$ cat src/rtl/core/svna_pkg.sv
// ----------------------------------------------------------------------------
// svna_pkg
// Shared types and constants of the smooth vertex normal accumulator.
// ----------------------------------------------------------------------------
package svna_pkg;

  // Parameter defaults
  localparam int DEF_VERTEX_COUNT  = 1024;
  localparam int DEF_POSITION_BITS = 16;
  localparam int DEF_SUM_BITS      = 32;

  // Field and bus widths
  localparam int IDX_W      = 10;
  localparam int CNT_W      = 17;
  localparam int POS_IN_W   = 16;
  localparam int NORM_W     = 16;
  localparam int IN_DATA_W  = 80;
  localparam int IN_USER_W  = 2;
  localparam int OUT_DATA_W = 48;
  localparam int OUT_USER_W = 1;

  // Datapath widths
  localparam int EDGE_W     = 31;
  localparam int VEC_W      = 62;
  localparam int QUO_W      = 15;
  localparam int FIFO_DEPTH = 2;

  typedef enum logic [1:0] {
    ACT_CLEAR = 2'd0,
    ACT_LOAD  = 2'd1,
    ACT_TRI   = 2'd2,
    ACT_READ  = 2'd3
  } action_t;

  typedef enum logic [2:0] {
    KIND_CLEAR = 3'd0,
    KIND_LOAD  = 3'd1,
    KIND_TRI   = 3'd2,
    KIND_READ  = 3'd3,
    KIND_SKIP  = 3'd4
  } cmd_kind_t;

  typedef struct packed {
    cmd_kind_t                   kind;
    logic [IDX_W-1:0]            va;
    logic [IDX_W-1:0]            vb;
    logic [IDX_W-1:0]            vc;
    logic signed [POS_IN_W-1:0]  px;
    logic signed [POS_IN_W-1:0]  py;
    logic signed [POS_IN_W-1:0]  pz;
  } cmd_t;

endpackage

$ cat src/rtl/core/svna_fifo.sv
// ----------------------------------------------------------------------------
// svna_fifo
// Short command queue between the front and the back.
// ----------------------------------------------------------------------------
module svna_fifo import svna_pkg::*; (
  input  logic clk,
  input  logic rst,
  input  logic push,
  input  cmd_t push_cmd,
  output logic full,
  input  logic pop,
  output cmd_t pop_cmd,
  output logic empty
);

  localparam int PTR_W  = (FIFO_DEPTH > 1) ? $clog2(FIFO_DEPTH) : 1;
  localparam int FILL_W = $clog2(FIFO_DEPTH + 1);

  cmd_t              slot [FIFO_DEPTH];
  logic [PTR_W-1:0]  wr_ptr;
  logic [PTR_W-1:0]  rd_ptr;
  logic [FILL_W-1:0] fill;

  assign full    = fill == FILL_W'(FIFO_DEPTH);
  assign empty   = fill == '0;
  assign pop_cmd = slot[rd_ptr];

  // Store a pushed word
  always_ff @(posedge clk) begin
    if (push) begin
      slot[wr_ptr] <= push_cmd;
    end
  end

  // Advance pointers and fill level
  always_ff @(posedge clk) begin
    if (rst) begin
      wr_ptr <= '0;
      rd_ptr <= '0;
      fill   <= '0;
    end else begin
      if (push) begin
        wr_ptr <= (wr_ptr == PTR_W'(FIFO_DEPTH - 1)) ? '0 : wr_ptr + 1'b1;
      end
      if (pop) begin
        rd_ptr <= (rd_ptr == PTR_W'(FIFO_DEPTH - 1)) ? '0 : rd_ptr + 1'b1;
      end
      if (push && !pop) begin
        fill <= fill + 1'b1;
      end else if (pop && !push) begin
        fill <= fill - 1'b1;
      end
    end
  end

endmodule

$ cat config.mk
export PLATFORM = sky130hd
export DESIGN_NAME = svna_fifo
export DESIGN_NICKNAME = d
export VERILOG_FILES = /design/src/rtl/core/svna_pkg.sv /design/src/rtl/core/svna_fifo.sv
export SDC_FILE = /design/constraint.sdc
export NUM_CORES = 1
export LEC_CHECK = 0
export ABC_AREA = 1
export BUFFER_PORTS_ARGS = -buffer_cell sky130_fd_sc_hd__buf_2
export CAP_MARGIN = 0
export CORE_AREA = 3 3 118 120
export CTS_CLUSTER_DIAMETER = 40
export DETAILED_ROUTE_END_ITERATION = 16
export DIE_AREA = 0 0 121 123
export GPL_TIMING_DRIVEN = 0
export PLACE_DENSITY_LB_ADDON = 0.25
export SETUP_SLACK_MARGIN = 0.4
export SKIP_CTS_REPAIR_TIMING = 1
export SYNTH_ARGS = -nofsm -noshare
export SYNTH_HDL_FRONTEND = slang
export SYNTH_SLANG_ARGS = --single-unit
$ cat constraint.sdc
create_clock -name clk -period 9.6 [get_ports clk]
set_input_delay 1.92 -clock clk [delete_from_list [all_inputs] [get_ports clk]]
set_output_delay 1.92 -clock clk [all_outputs]
set_load 0.01 [all_outputs]
==> results.json, run 1 <==
{
  "routabilityCongestion": 0.708,
  "internal_power_mw": 1.39,
  "outcome": "completed",
  "diodes": 0,
  "p_sw_uw": 364,
  "timing.critical_path.fanout_max": 10,
  "multiInputGateArea_sq_um": 1310,
  "min_period_over_period": 0.366,
  "combinational_power_share": 0.119,
  "netlist_top_cells_area": "sky130_fd_sc_hd__edfxtp_1 (75%), sky130_fd_sc_hd__mux2_4 (19%), sky130_fd_sc_hd__buf_12 (2.5%)",
  "post-route-drc-count": 0,
  "drt-pass1-iter-count": 4,
  "whs_ns": 0.528,
  "layout-drive-gt1-share": 0.594,
  "max_freq_ghz": 0.285,
  "clkSinkCount": 167,
  "report.final.hold_viol_count": 0,
  "floorplan.rows": 42,
  "num_vias": 3183,
  "die_y_um": 123,
  "syn-instance-count": 285,
  "data_required_time_at_the_worst_endpoint_ns": 7.68,
  "power.total_mw": 1.75,
  "routed_wire_length_per_instance_um": 16.0,
  "syn_area_per_cell_sq_um": 22.7,
  "fp.dieArea_sq_um": 14900,
  "distinct_cell_type_count_after_synthesis": 16,
  "skew_pair_late_insertion_delay_ns": 0.41,
  "critPathMaxStageDelay_ns": 0.32,
  "critical-path-top-delay-family": "buffers and inverters",
  "power_frac_seq": 0.487,
  "cap_viol_max_count": 0,
  "start_kind": "register",
  "slew_headroom": 0.727,
  "grt_use_total": 0.146,
  "vias_per_cell": 4.79,
  "cp_bufs_invs": 3,
  "floorplan_die_width_um": 121,
  "finalNetCount": 561,
  "floorplan.core_area_sq_um": 13100,
  "cp_data_arrival_time_ns": 1.59,
  "maximum_level_of_the_cts_h_tree": 4,
  "fin_tns_setup_ns": 0,
  "timing.reg2reg.worst_path_depth": 3,
  "yosys.cell_count.top_type": "sky130_fd_sc_hd__edfxtp_1",
  "worst-slew-pin-transition_ns": 0.409,
  "min_period_ns": 3.51,
  "seq_area_sq_um": 4960,
  "yosys_warnings": 0,
  "area_growth_syn_to_layout_pct": 27.4,
  "area_share_of_the_largest_cell_type_after_synthesis": 0.751,
  "timing.critical_path.cells": "buf_6 -> buf_12 -> mux2_4 -> buf_2",
  "number_of_synthesized_register_bits": 167,
  "synth-async-reset-ratio": 0,
  "start_util": 0.495,
  "power_density_nw_per_um2": 213,
  "hold_path_class": "reg -> reg",
  "ir_worst_vdd_v": 0.000127,
  "wirelength_mm": 10.6,
  "antenna_found_initial": 0,
  "mappedNetlistNets": 371,
  "post_detailed_placement_half_perimeter_wirelength_mm": 7.35,
  "synth_edf_count": 162,
  "ant_nets": 0,
  "cellLeakagePower_nw": 3.32,
  "swShare": 0.208,
  "min_delay_path_depth": 2,
  "netlist_top_cells_count": "sky130_fd_sc_hd__edfxtp_1 (162), sky130_fd_sc_hd__mux2_4 (80), sky130_fd_sc_hd__inv_1 (9)",
  "skew_ns": 0.00403,
  "yosys_most_used_dff": "sky130_fd_sc_hd__edfxtp_1",
  "pin_count": 168,
  "synth.cell_area_sq_um": 6470,
  "synth-seq-area-share": 0.767,
  "cts-root-buf": "sky130_fd_sc_hd__clkbuf_16",
  "clk_pin_slew_ns": 0.06,
  "first_iter_violations": 127,
  "grt_start_max_net_pins": 56,
  "critical_path.endpoint_type": "output pin",
  "grt_overflow": 0,
  "instances_no_fill": 664,
  "port_buffers": 167,
  "critPathKind": "reg -> out",
  "layout.filler_cells": 954,
  "cts_tree": "yes",
  "cts_max_path_buffers": 2,
  "synth_largest_area_cell": "sky130_fd_sc_hd__edfxtp_1",
  "pins_over_their_slew_limit": 0,
  "cts_made_buffers": 17,
  "wire_length_of_the_first_global_routing_pass_mm": 16.2,
  "power.clock.fraction": 0.394,
  "critical_path.slowest_cell": "sky130_fd_sc_hd__dfxtp_1",
  "final_setup_violations": 0,
  "cp_num_cells": 4,
  "placedCellCount": 632,
  "setup_repair_after_global_routing_missed_its_margin": "no",
  "vias_in_the_first_global_route": 3278
}
[layout by cell type (no fill, tap or decap), types with 2 or more instances in the layout]
master | netlist | layout
sky130_fd_sc_hd__buf_2 | 0 | 167
sky130_fd_sc_hd__edfxtp_1 | 162 | 162
sky130_fd_sc_hd__mux2_4 | 80 | 80
sky130_fd_sc_hd__clkbuf_16 | 0 | 17
sky130_fd_sc_hd__buf_12 | 8 | 10
sky130_fd_sc_hd__inv_1 | 9 | 8
sky130_fd_sc_hd__nor2_1 | 7 | 6
sky130_fd_sc_hd__nand2_1 | 5 | 5
sky130_fd_sc_hd__dfxtp_1 | 5 | 5
sky130_fd_sc_hd__clkinv_1 | 0 | 4
sky130_fd_sc_hd__bufinv_16 | 0 | 4
sky130_fd_sc_hd__clkinv_4 | 0 | 2
sky130_fd_sc_hd__clkinvlp_4 | 0 | 2
sky130_fd_sc_hd__buf_16 | 0 | 2
[routing by layer]
layer / vias up / track usage / part of all wire
li1: 1494 / - / -
met1: 1553 / 0.168 / 0.39
met2: 115 / 0.237 / 0.50
met3: 21 / 0.0590 / 0.079
met4: 0 / 0.0758 / 0.023
met5: - / 0 / 0
[state kept, by name, indices dropped and copies added, names as in the netlist, named ones only]
| signal | count |
|---|---|
| rd_ptr | 1 |
| wr_ptr | 1 |
| slot | 162 |
| fill | 2 |
[area by class of cell]
cell class | instances | area share
Multi-Input combinational cell | 100 | 0.159
Clock buffer | 18 | 0.0520
Timing Repair Buffer | 171 | 0.113
Inverter | 9 | 0.00440
Tap cell | 176 | 0.0267
Buffer | 9 | 0.0208
Clock inverter | 14 | 0.0220
Sequential cell | 167 | 0.602
[logic make-up after synthesis]
group	Yosys count	share of synthesized area
DFF	167	0.767
AOI/OAI and AO/OA	2	0.00154
and+or+nand+nor	15	0.00947
buffers and inverters	18	0.0317
muxes	81	0.187
xor gates and xnor gates	1	0.00135
adders and majority gates	1	0.00193
[per-stage QoR]
stage	util	setup WS (ns)	instance area [sq um]
3_5_place_dp	0.584	6.43	7640
6_report	0.630	6.09	8250
2_1_floorplan	-	3.72	6470
3_3_place_gp	0.576	1.70	7530
5_1_grt	0.630	6.01	8250
4_1_cts	0.630	6.03	8250
[power by group through the flow]
stage               registers [mW]  clock network [mW]  logic [mW]
floorplan                    0.870                   0       0.132
global placement             0.872                   0       0.202
detailed placement           0.869                   0       0.212
CTS                          0.854               0.706       0.212
global route                 0.857               0.734       0.224
finish                       0.854               0.692       0.208
[worst min-delay path: cells and delay by family, from the launching register on]
family,cells,cell delay [ns]
and+or+nand+nor,1,0.08
DFF,1,0.32
xor gates and xnor gates,1,0.09
[path summary, 6_finish.rpt]
kind                            startpoint          end  slack, ns
worst min register to register      rd_ptr       rd_ptr       0.53
worst max-delay path              register  pop_cmd[69]       6.09
worst min-delay path                rd_ptr       rd_ptr       0.53
worst max register to register      wr_ptr  slot[1][54]       8.06
Note: power is estimated with default switching activity, not from simulation.
==> run 2, diff against run 1 <==
==> constraint.sdc (replaced) <==
create_clock -name clk -period 3.7 [get_ports clk]
set_input_delay 0.74 -clock clk [delete_from_list [all_inputs] [get_ports clk]]
set_output_delay 0.74 -clock clk [all_outputs]
set_load 0.01 [all_outputs]
==> results.json, run 2 (synthesis gave the netlist of run 1 again) <==
{
  "maximum_level_of_the_cts_h_tree": 4,
  "worst_r2r_startpoint": "wr_ptr",
  "post_dp_cell_area_sq_um": 7610,
  "layout-drive-gt1-share": 0.586,
  "grt_util_met3": 0.0737,
  "area_growth_syn_to_layout_pct": 26.3,
  "die_y_um": 123,
  "critical_path.endpoint_type": "output pin",
  "met1_usage": 0.175,
  "diodes": 0,
  "start_util": 0.495,
  "grt_use_total": 0.152,
  "critPathKind": "reg -> out",
  "grt_overflow": 0,
  "largest_register": "slot",
  "skew_ns": 0.00859,
  "first_iter_violations": 172,
  "vias_in_the_first_global_route": 3339,
  "final_design_area_no_fill_sq_um": 8180,
  "cp_data_arrival_time_ns": 1.59,
  "power.total_mw": 4.44,
  "core_occupancy_in_the_finished_layout": 0.625,
  "combinational_power_share": 0.121,
  "drt-pass1-iter-count": 4,
  "min_period_ns": 2.33,
  "setup_repair_after_global_routing_missed_its_margin": "no",
  "floorplan.rows": 42,
  "layout_commonest_cell": "sky130_fd_sc_hd__buf_2",
  "cts_tree": "yes",
  "fin_tns_setup_ns": 0,
  "cts_max_path_buffers": 2,
  "wirelength_mm": 10.8,
  "dpl_worst_slack_ns": 1.50,
  "start_kind": "register",
  "report.final.hold_viol_count": 0,
  "clkSinkCount": 167,
  "largest_registers": "slot (162), fill (2)",
  "floorplan.core_area_sq_um": 13100,
  "clk_pin_slew_ns": 0.06,
  "pins_over_their_slew_limit": 0,
  "antenna_found_initial": 1,
  "timing.critical_path.fanout_max": 10,
  "slew_headroom": 0.457,
  "routed_wire_length_per_instance_um": 16.4,
  "port_buffers": 167,
  "power_density_nw_per_um2": 543,
  "worst_hold_launch": "push_cmd[41]",
  "p_sw_uw": 921,
  "critical-path-top-delay-family": "buffers and inverters",
  "globalRoute.busiestLayer": "met2",
  "post_detailed_placement_half_perimeter_wirelength_mm": 7.29,
  "power_frac_seq": 0.499,
  "hold_path_class": "in -> reg",
  "largest_register_ffs": 162,
  "groute.layer.met2.usage": 0.237,
  "mostFrequentLayoutCells": "sky130_fd_sc_hd__buf_2 (167), sky130_fd_sc_hd__edfxtp_1 (162), sky130_fd_sc_hd__mux2_4 (80)",
  "wire_length_of_the_first_global_routing_pass_mm": 16.6,
  "ant_nets": 0,
  "pin_count": 168,
  "final_setup_violations": 0,
  "critical_path.slowest_cell": "sky130_fd_sc_hd__dfxtp_1",
  "worst-slew-pin-transition_ns": 0.813,
  "cts_made_buffers": 17,
  "skew_pair_late_insertion_delay_ns": 0.42,
  "internal_power_mw": 3.52,
  "finalNetCount": 560,
  "cts-root-buf": "sky130_fd_sc_hd__clkbuf_16",
  "num_vias": 3189,
  "floorplan_die_width_um": 121,
  "outcome": "completed",
  "data_required_time_at_the_worst_endpoint_ns": 2.96,
  "routabilityCongestion": 0.645,
  "min_period_over_period": 0.631,
  "final.setup.worst_slack_ns": 1.37,
  "fp.dieArea_sq_um": 14900,
  "power.clock.fraction": 0.380,
  "cellLeakagePower_nw": 3.29,
  "post-route-drc-count": 0,
  "cp_bufs_invs": 3,
  "ir_worst_vdd_v": 0.000354,
  "grt_start_max_net_pins": 48,
  "max_freq_ghz": 0.429,
  "vias_per_cell": 4.82,
  "cap_viol_max_count": 0,
  "timing.critical_path.cells": "buf_6 -> buf_12 -> mux2_4 -> buf_2",
  "critPathMaxStageDelay_ns": 0.32,
  "swShare": 0.208
}
[run 2: metal layers]
layer	part of all wire	up-vias	routed length (um)
met5	0.0013	-	14
met3	0.095	17	1030
met1	0.40	1559	4310
li1	-	1491	-
met2	0.49	120	5280
met4	0.020	2	217
[run 2: per-stage QoR]
step | instances | hold slack [ns]
after floorplan | 285 | 0.480
after global placement | 628 | 0.496
after detailed placement | 631 | 0.511
after CTS | 662 | 0.482
after global routing | 662 | 0.475
final | 662 | 0.501
[run 2: cell type report]
class                      instances  area, sq um
inverter                           9         36.3
timing repair buffer             170          903
clock buffer                      18          429
clock inverter                    13          138
tap                              176          220
sequential                       167         4960
buffer                             9          171
multi-input combinational        100         1310
fill                             964         4910
[run 2: power groups by stage]
stage	logic [mW]	registers, mW	clock network, mW
3_3_place_gp	0.524	2.26	0
5_1_grt	0.578	2.22	1.80
6_report	0.536	2.21	1.69
2_1_floorplan	0.343	2.25	0
4_1_cts	0.547	2.22	1.73
3_5_place_dp	0.545	2.25	0
[run 2: path summary, 6_finish.rpt]
path | to | slack [ns] | cells after the start
setup / recovery | pop_cmd[4] | 1.37 | 4
setup reg to reg | slot[0][10] | 2.08 | 2
hold / removal | slot[1][41] | 0.50 | 1
hold reg to reg | rd_ptr | 0.52 | 2
[run 2: worst reg2reg max path, delay by kind of cell, from the launching register on]
| kind | cells | cell delay, ns |
|---|---|---|
| and+or+nand+nor | 1 | 0.65 |
| DFF | 1 | 0.34 |
| buffers and inverters | 1 | 0.29 |
==> run 3, diff against run 2 <==
--- a/config.mk
+++ b/config.mk
@@ -8,10 +8,10 @@
 export ABC_AREA = 1
 export BUFFER_PORTS_ARGS = -buffer_cell sky130_fd_sc_hd__buf_2
 export CAP_MARGIN = 0
-export CORE_AREA = 3 3 118 120
+export CORE_AREA = 3 3 122 124
 export CTS_CLUSTER_DIAMETER = 40
 export DETAILED_ROUTE_END_ITERATION = 16
-export DIE_AREA = 0 0 121 123
+export DIE_AREA = 0 0 125 127
 export GPL_TIMING_DRIVEN = 0
 export PLACE_DENSITY_LB_ADDON = 0.25
 export SETUP_SLACK_MARGIN = 0.4
==> constraint.sdc (replaced) <==
create_clock -name clk -period 2 [get_ports clk]
set_input_delay 0.4 -clock clk [delete_from_list [all_inputs] [get_ports clk]]
set_output_delay 0.4 -clock clk [all_outputs]
set_load 0.01 [all_outputs]
==> results.json, run 3 (synthesis gave the netlist of run 1 again) <==
{
  "antenna_found_initial": 0,
  "min_period_over_period": 0.970,
  "start_util": 0.466,
  "grt_overflow": 0,
  "post-route-drc-count": 0,
  "layout-drive-gt1-share": 0.604,
  "wire_length_of_the_first_global_routing_pass_mm": 17.0,
  "power_density_nw_per_um2": 951,
  "pin_count": 168,
  "largest_register": "slot",
  "worst_hold_launch": "push_cmd[74]",
  "floorplan_die_width_um": 125,
  "critical_path.endpoint_type": "output pin",
  "instances_no_fill": 672,
  "cts_made_buffers": 17,
  "num_vias": 3210,
  "setup_repair_after_global_routing_missed_its_margin": "yes",
  "multiInputGateArea_sq_um": 1330,
  "layout.filler_cells": 1004,
  "vias_in_the_first_global_route": 3354,
  "critPathKind": "reg -> out",
  "grt_use_total": 0.140,
  "worst_r2r_startpoint": "wr_ptr",
  "skew_ns": 0.00514,
  "diodes": 0,
  "final_design_area_no_fill_sq_um": 8790,
  "layout_commonest_cell": "sky130_fd_sc_hd__edfxtp_1",
  "post_dp_cell_area_sq_um": 7680,
  "cap_viol_max_count": 0,
  "pins_over_their_slew_limit": 0,
  "largest_registers": "slot (162), fill (2)",
  "port_buffers": 167,
  "clk_pin_slew_ns": 0.06,
  "min_period_ns": 1.94,
  "timing.reg2reg.worst_path_depth": 3,
  "die_y_um": 127,
  "cellLeakagePower_nw": 3.49,
  "first_iter_violations": 165,
  "fin_tns_setup_ns": 0,
  "start_kind": "register",
  "largest_register_ffs": 162,
  "finalNetCount": 566,
  "ant_nets": 0,
  "floorplan.core_area_sq_um": 13900,
  "skew_pair_late_insertion_delay_ns": 0.41,
  "vias_per_cell": 4.78,
  "clkSinkCount": 167,
  "post_detailed_placement_half_perimeter_wirelength_mm": 7.39,
  "wirelength_mm": 11.2,
  "routabilityCongestion": 0.737,
  "min_delay_path_depth": 1,
  "seq_area_sq_um": 4970,
  "critical_path.reg2reg.endpoint": "slot[1][66]",
  "drt-pass1-iter-count": 4,
  "worst_hold_path.endpoint": "slot[1][74]",
  "maximum_level_of_the_cts_h_tree": 4,
  "final_setup_violations": 0,
  "hold_path_class": "in -> reg",
  "cts-root-buf": "sky130_fd_sc_hd__clkbuf_16",
  "worst-slew-pin-transition_ns": 0.279,
  "ir_worst_vdd_v": 0.000676,
  "placedCellCount": 637,
  "data_required_time_at_the_worst_endpoint_ns": 1.60,
  "routed_wire_length_per_instance_um": 16.7,
  "cp_data_arrival_time_ns": 1.54,
  "floorplan.rows": 43,
  "reg2reg_slack_ns": 0.71,
  "max_freq_ghz": 0.516,
  "fp.dieArea_sq_um": 15900,
  "report.final.hold_viol_count": 0,
  "cts_tree": "yes",
  "cts_max_path_buffers": 2,
  "grt_start_max_net_pins": 40,
  "mostFrequentLayoutCells": "sky130_fd_sc_hd__edfxtp_1 (162), sky130_fd_sc_hd__buf_2 (91), sky130_fd_sc_hd__mux2_4 (81)",
  "timing.critical_path.fanout_max": 10,
  "slew_headroom": 0.813,
  "outcome": "completed",
  "area_growth_syn_to_layout_pct": 35.7
}
run 3: stage by stage:
stage	power (mW)	utilization	hold slack [ns]	setup WS, ns
3_3_place_gp	5.15	0.546	0.496	-1.02
4_1_cts	8.21	0.593	0.154	-0.0413
2_1_floorplan	4.81	-	0.472	-0.0289
5_1_grt	8.70	0.633	0.151	-0.00641
6_report	8.36	0.633	0.173	0.0609
3_5_place_dp	5.20	0.554	0.498	-0.0666
run 3: worst max-delay path by stage:
stage,depth (start not counted),slack [ns],end
global route,4,-0.006,pop_cmd[36]
finish,4,0.06,pop_cmd[36]
detailed placement,5,-0.07,slot[0][77]
global placement,3,-1.02,slot[1][77]
CTS,4,-0.04,pop_cmd[5]
floorplan,2,-0.03,slot[0][0]
run 3: per-layer routing:
| layer | track usage | share of wire | vias up | wire [um] |
|---|---|---|---|---|
| li1 | - | - | 1503 | - |
| met1 | 0.168 | 0.40 | 1559 | 4490 |
| met2 | 0.228 | 0.50 | 135 | 5550 |
| met3 | 0.0581 | 0.088 | 13 | 982 |
| met4 | 0.0555 | 0.016 | 0 | 176 |
| met5 | 0 | 0 | - | 0 |
run 3: final cells by class:
cell class / count / share of cell area
multi-input cells: 100 / 0.152
well taps: 180 / 0.0256
repair buffers: 176 / 0.169
inverters: 9 / 0.00569
clock inverters: 10 / 0.0121
flip-flops and latches: 167 / 0.565
clock buffers: 21 / 0.0501
plain buffers: 9 / 0.0205
run 3: report_power, final:
group | internal [mW] | switching, mW | leakage, nW
registers | 4.05 | 0.0515 | 1.56
logic | 0.750 | 0.506 | 1.67
clock network | 1.81 | 1.19 | 0.262
run 3: worst max-delay path, stage by stage, from the launching register on:
cell                      delay, ns
sky130_fd_sc_hd__dfxtp_4       0.37
sky130_fd_sc_hd__buf_12        0.15
sky130_fd_sc_hd__buf_12        0.15
sky130_fd_sc_hd__mux2_4        0.30
sky130_fd_sc_hd__buf_2         0.15
